--- config.mk ---
export PLATFORM = sky130hd
export DESIGN_NAME = tkl_group
export DESIGN_NICKNAME = d
export VERILOG_FILES = /design/src/design/tkl_pkg.sv /design/src/design/tkl_cell.sv /design/src/design/tkl_group.sv
export SDC_FILE = /design/constraint.sdc
export NUM_CORES = 2
export LEC_CHECK = 0
export ABC_AREA = 1
export BUFFER_PORTS_ARGS = -buffer_cell sky130_fd_sc_hd__buf_4
export CORE_MARGIN = 10
export CORE_UTILIZATION = 45
export DETAILED_ROUTE_END_ITERATION = 12
export SETUP_SLACK_MARGIN = 0.05
export SYNTH_ARGS = -nofsm -noshare
export SYNTH_HDL_FRONTEND = slang
export SYNTH_HIERARCHICAL = 1
export SYNTH_SLANG_ARGS = --single-unit
--- constraint.sdc ---
create_clock -name clk -period 3.6 [get_ports clk]
set_input_delay 0.9 -clock clk [delete_from_list [all_inputs] [get_ports clk]]
set_output_delay 0.9 -clock clk [all_outputs]
set_load 0.02 [all_outputs]
--- src/design/tkl_pkg.sv ---
package tkl_pkg;

  localparam int LIST_CAPACITY      = 256;
  localparam int GROUP_SIZE         = 16;
  localparam int NUM_GROUPS         = LIST_CAPACITY / GROUP_SIZE;
  localparam int NUM_QUARTERS       = 4;
  localparam int GROUPS_PER_QUARTER = NUM_GROUPS / NUM_QUARTERS;

  localparam int DIST_W  = 24;
  localparam int NODE_W  = 20;
  localparam int RANK_W  = 8;
  localparam int CNT_W   = 9;
  localparam int LIMIT_W = 9;
  localparam int SEL_W   = $clog2(GROUP_SIZE);
  localparam int GRP_W   = $clog2(NUM_GROUPS);
  localparam int GCNT_W  = $clog2(GROUP_SIZE + 1);

  localparam logic [LIMIT_W-1:0] LIMIT_RESET = LIMIT_W'(200);
  localparam logic [CNT_W-1:0]   CAP_COUNT   = CNT_W'(LIST_CAPACITY);

  typedef enum logic [1:0] {
    CMD_CLEAR  = 2'd0,
    CMD_INSERT = 2'd1,
    CMD_READ   = 2'd2,
    CMD_PRUNE  = 2'd3
  } tkl_cmd_t;

  typedef enum logic [2:0] {
    ST_IDLE,
    ST_CMP,
    ST_CNT,
    ST_SUM,
    ST_FIN
  } tkl_state_t;

  typedef struct packed {
    tkl_cmd_t          command;
    logic [DIST_W-1:0] distance;
    logic [NODE_W-1:0] node_id;
    logic [RANK_W-1:0] rank_index;
  } tkl_in_t;

  typedef struct packed {
    logic              accepted;
    logic [RANK_W-1:0] placed_rank;
    logic [DIST_W-1:0] entry_distance;
    logic [NODE_W-1:0] entry_node;
    logic              entry_valid;
    logic [CNT_W-1:0]  entry_count;
    logic              beyond_worst;
  } tkl_out_t;

  typedef struct packed {
    logic [DIST_W-1:0] key;
    logic [NODE_W-1:0] node;
  } tkl_entry_t;

  typedef struct packed {
    logic cmp_en;
    logic commit;
  } tkl_cell_ctrl_t;

endpackage

--- src/design/tkl_cell.sv ---
module tkl_cell (
  input  logic                    clk,
  input  tkl_pkg::tkl_cell_ctrl_t ctrl,
  input  tkl_pkg::tkl_entry_t     cand,
  input  logic                    valid,
  input  tkl_pkg::tkl_entry_t     left_entry,
  input  logic                    left_le,
  output tkl_pkg::tkl_entry_t     entry,
  output logic                    le
);
  import tkl_pkg::*;

  tkl_entry_t entry_r;
  logic       le_r;

  // le_r: this slot holds a live entry no farther than the candidate
  always_ff @(posedge clk) begin
    if (ctrl.cmp_en) begin
      le_r <= valid && (entry_r.key <= cand.key);
    end
    // keep if no farther; otherwise take the candidate or shift in from the left
    if (ctrl.commit && !le_r) begin
      entry_r <= left_le ? cand : left_entry;
    end
  end

  assign entry = entry_r;
  assign le    = le_r;

endmodule

--- src/design/tkl_group.sv ---
module tkl_group (
  input  logic                          clk,
  input  tkl_pkg::tkl_cell_ctrl_t       ctrl,
  input  tkl_pkg::tkl_entry_t           cand,
  input  logic [tkl_pkg::CNT_W-1:0]     cnt,
  input  logic [tkl_pkg::GRP_W-1:0]     grp_idx,
  input  logic [tkl_pkg::SEL_W-1:0]     rd_sel,
  input  tkl_pkg::tkl_entry_t           left_entry,
  input  logic                          left_le,
  output tkl_pkg::tkl_entry_t           right_entry,
  output logic                          right_le,
  output logic [tkl_pkg::GCNT_W-1:0]    le_cnt,
  output tkl_pkg::tkl_entry_t           rd_entry
);
  import tkl_pkg::*;

  tkl_entry_t              ent [GROUP_SIZE];
  logic [GROUP_SIZE-1:0]   le_vec;
  logic [GCNT_W-1:0]       le_cnt_r;
  tkl_entry_t              rd_entry_r;

  for (genvar j = 0; j < GROUP_SIZE; j++) begin : g_cell
    logic       valid;
    tkl_entry_t l_ent;
    logic       l_le;

    assign valid = CNT_W'({grp_idx, SEL_W'(j)}) < cnt;

    if (j == 0) begin : g_first
      assign l_ent = left_entry;
      assign l_le  = left_le;
    end else begin : g_rest
      assign l_ent = ent[j-1];
      assign l_le  = le_vec[j-1];
    end

    tkl_cell u_cell (
      .clk        (clk),
      .ctrl       (ctrl),
      .cand       (cand),
      .valid      (valid),
      .left_entry (l_ent),
      .left_le    (l_le),
      .entry      (ent[j]),
      .le         (le_vec[j])
    );
  end

  // per-group partial count and first read stage, one register level each
  always_ff @(posedge clk) begin
    le_cnt_r   <= GCNT_W'($countones(le_vec));
    rd_entry_r <= ent[rd_sel];
  end

  assign right_entry = ent[GROUP_SIZE-1];
  assign right_le    = le_vec[GROUP_SIZE-1];
  assign le_cnt      = le_cnt_r;
  assign rd_entry    = rd_entry_r;

endmodule

==> metrics.cfg <==
[status]
status=finished, final reports clean

[yosys]
synth_cell_types=29
synth_top_family_by_area=simple AND/OR/NAND/NOR gates
synth_fp_nets=6559
synth_compound_area_share_pct=5.92
yosys.area_share.xor_xnor_pct=0.0343
syn_area_um2=51100
synth_seq_area_share_pct=44.3
muxShareOfSynthArea_pct=7.41
yosys.area_share.simple_pct=21.3
ys_ff_latch=769
synthAdderAreaFrac_pct=10.0
avgSynthCellArea_um2=8.44
syn_inst=6046
yosys_warnings=6

[critical_path]
path_max_fanout=2
critPathCaptureType=register
critPathArrivalTime_ns=3.99
cp.required_ns=4.16
cp-startpoint=g_cell[10].u_cell/le
cp-start-kind=register
r2r_start=g_cell[10].u_cell/le
critPathKind=reg2reg

[route]
vias=38746
drt_pre_antenna_iters=8
wl_um=138000
drc=0
wl_per_cell_um=17.8
ant_nets=0
vias_per_cell=5.02
drt_iter0_markers=3126

[sta]
period_share_pct=95.4
worstMarginPinSlew_ns=0.904
finalSetupTns_ns=0
finalClockSkew_ns=0.0253
drv_slew=0
hold_ws_ns=0.540
hold_violations=0
fmax_ghz=0.291
timing.final.setup_violations=0
fin_crit_ns=3.44
rsz0062_at_grt=false
slew_headroom_pct=39.7
timing.final.ws_setup_ns=0.165

[flow_run]
max_cap_viol_count=0

[place]
io_buffers=202
post_dp_cell_area_um2=54000
dp_hpwl_um=101000
post-place-ws_ns=0.0980
place_inst=7557
place.gp.congestion=0.888

[global_routing]
grt_remaining_overflow=0
grt_pass1_wl_um=214000
grt_max_degree=89
antenna_found_initial=2
gr-usage-all-layers_pct=21.1
grt_pass1_vias=36731

[power_and_ir_drop]
p_sw_share_pct=30.3
power_leakage_nw=27.3
switchingPower_mw=7.89
cellPowerDensity_nw_per_um2=457
p_clk_share_pct=34.4
vdd_drop_max_v=0.000409
intPower_mw=18.1
seq_power_share_pct=43.8
p_comb_share_pct=21.8

[clock_network]
path_clk_slew_ns=0.06
ctsHoldBuffers=0
htreeDepth=3
cts_tree=built
clock-sinks=769
cts_made_buffers=91
clock_path_buffers=3
clk_latency_ns=0.67
cts-root-buf=clkbuf_16

[worst_hold_path]
min_path_type=in2reg
hp-start=left_entry[1]

[floorplanning]
initial_utilization_pct=45.4
io_pins=203
chipHeight_um=357
fp.dieW_um=357
rows=123
die_area_um2=127000
core_um2=112000

[final_layout]
final_area_um2=56900
nets=6664
final_cells=7725
diodes=0
area_delta_synth_final_pct=11.4
layout_common_cells=nand2_1, inv_1, edfxtp_1
layout-drive-gt1-share_pct=14.4
nFillCells=10668
layout_commonest_cell=nand2_1

## what timing repair did
item,4_1_cts,5_1_grt
gates resized for setup,0,2
setup endpoints to repair,0,2
setup buffers,0,1
## worst max-delay path, cell delays in order (launching register included)
cell and delay [ns]:
edfxtp_1 0.42, fa_1 0.55, inv_1 0.05, fa_1 0.50, inv_1 0.07, fa_1 0.48, inv_1 0.05, fa_1 0.48
inv_1 0.05, ha_2 0.18, fa_2 0.35, xor2_1 0.15
## cell usage after synthesis
| cell | n | area [um^2] |
|---|---|---|
| a21boi_0 | 1 | 7.51 |
| a21o_1 | 17 | 128 |
| a21o_2 | 16 | 140 |
| a21oi_1 | 496 | 2480 |
| a21oi_2 | 17 | 149 |
| buf_1 | 13 | 48.8 |
| buf_2 | 150 | 751 |
| buf_4 | 37 | 278 |
| buf_6 | 10 | 113 |
| clkbuf_1 | 46 | 173 |
| clkinv_1 | 1 | 3.75 |
| dfxtp_1 | 49 | 981 |
| edfxtp_1 | 720 | 21600 |
| fa_1 | 10 | 200 |
| ha_1 | 394 | 4930 |
| inv_1 | 1133 | 4250 |
| inv_2 | 3 | 11.3 |
| mux2_2 | 336 | 3780 |
| nand2_1 | 1410 | 5290 |
| nand2_2 | 32 | 200 |
| nand3_1 | 550 | 2750 |
| nand3_2 | 16 | 160 |
| nand4_2 | 16 | 200 |
| nor2_1 | 494 | 1850 |
| nor2_2 | 32 | 200 |
| nor2_4 | 16 | 180 |
| nor3_1 | 6 | 30.0 |
| o21ai_0 | 23 | 115 |
| xor2_1 | 2 | 17.5 |
## metal layers
metal  wire (um)  GRT usage, %
met4        2550          4.52
met5           0             0
met3        9270          3.37
met2       57400          31.3
met1       68400          32.0
## state kept, by name, summed over array words and instances, names as in the netlist
signal / flops
le_cnt: 5
g_cell.u_cell/entry: 704
g_cell.u_cell/le: 16
rd_entry: 44
## cell type report
type / instances / area (um^2) / share of cell area (%)
Sequential cell: 769 / 22600 / 39.7
Multi-Input combinational cell: 3884 / 22900 / 40.3
Timing Repair Buffer: 268 / 2310 / 4.06
Clock buffer: 129 / 2640 / 4.64
Tap cell: 1500 / 1880 / 3.30
Clock inverter: 38 / 220 / 0.387
Inverter: 1137 / 4280 / 7.53
## metrics by stage
stage | util (%) | total power, mW
2_1_floorplan | - | 15.4
3_3_place_gp | 48.0 | 17.1
3_5_place_dp | 48.0 | 17.2
4_1_cts | 50.5 | 26.2
5_1_grt | 50.6 | 27.4
6_report | 50.6 | 26.0
## logic make-up (layout without fill, tap and decap cells)
group | Yosys count | after routing
mux | 336 | 336
compound gates | 570 | 570
simple gates | 2572 | 2572
xor+xnor | 2 | 2
fa+ha+maj | 404 | 404
buf+inv | 1393 | 1572
flops | 769 | 769
## final timing paths
kind / to / slack (ns) / depth (start not counted)
setup / recovery: le_cnt[2] / 0.16 / 11
hold / removal: g_cell[0].u_cell/entry[1] / 0.54 / 2
setup reg to reg: le_cnt[2] / 0.16 / 11
hold reg to reg: g_cell[3].u_cell/entry[10] / 0.55 / 1
## power groups by stage
stage	Sequential, mW	Clock [mW]	Combinational (mW)
final	11.4	8.94	5.68
after global routing	11.5	9.49	6.41
after CTS	11.4	9.15	5.69
after detailed placement	11.6	0	5.66
after global placement	11.6	0	5.52
after floorplan	11.6	0	3.81
Power figures use the tool's default switching activity.
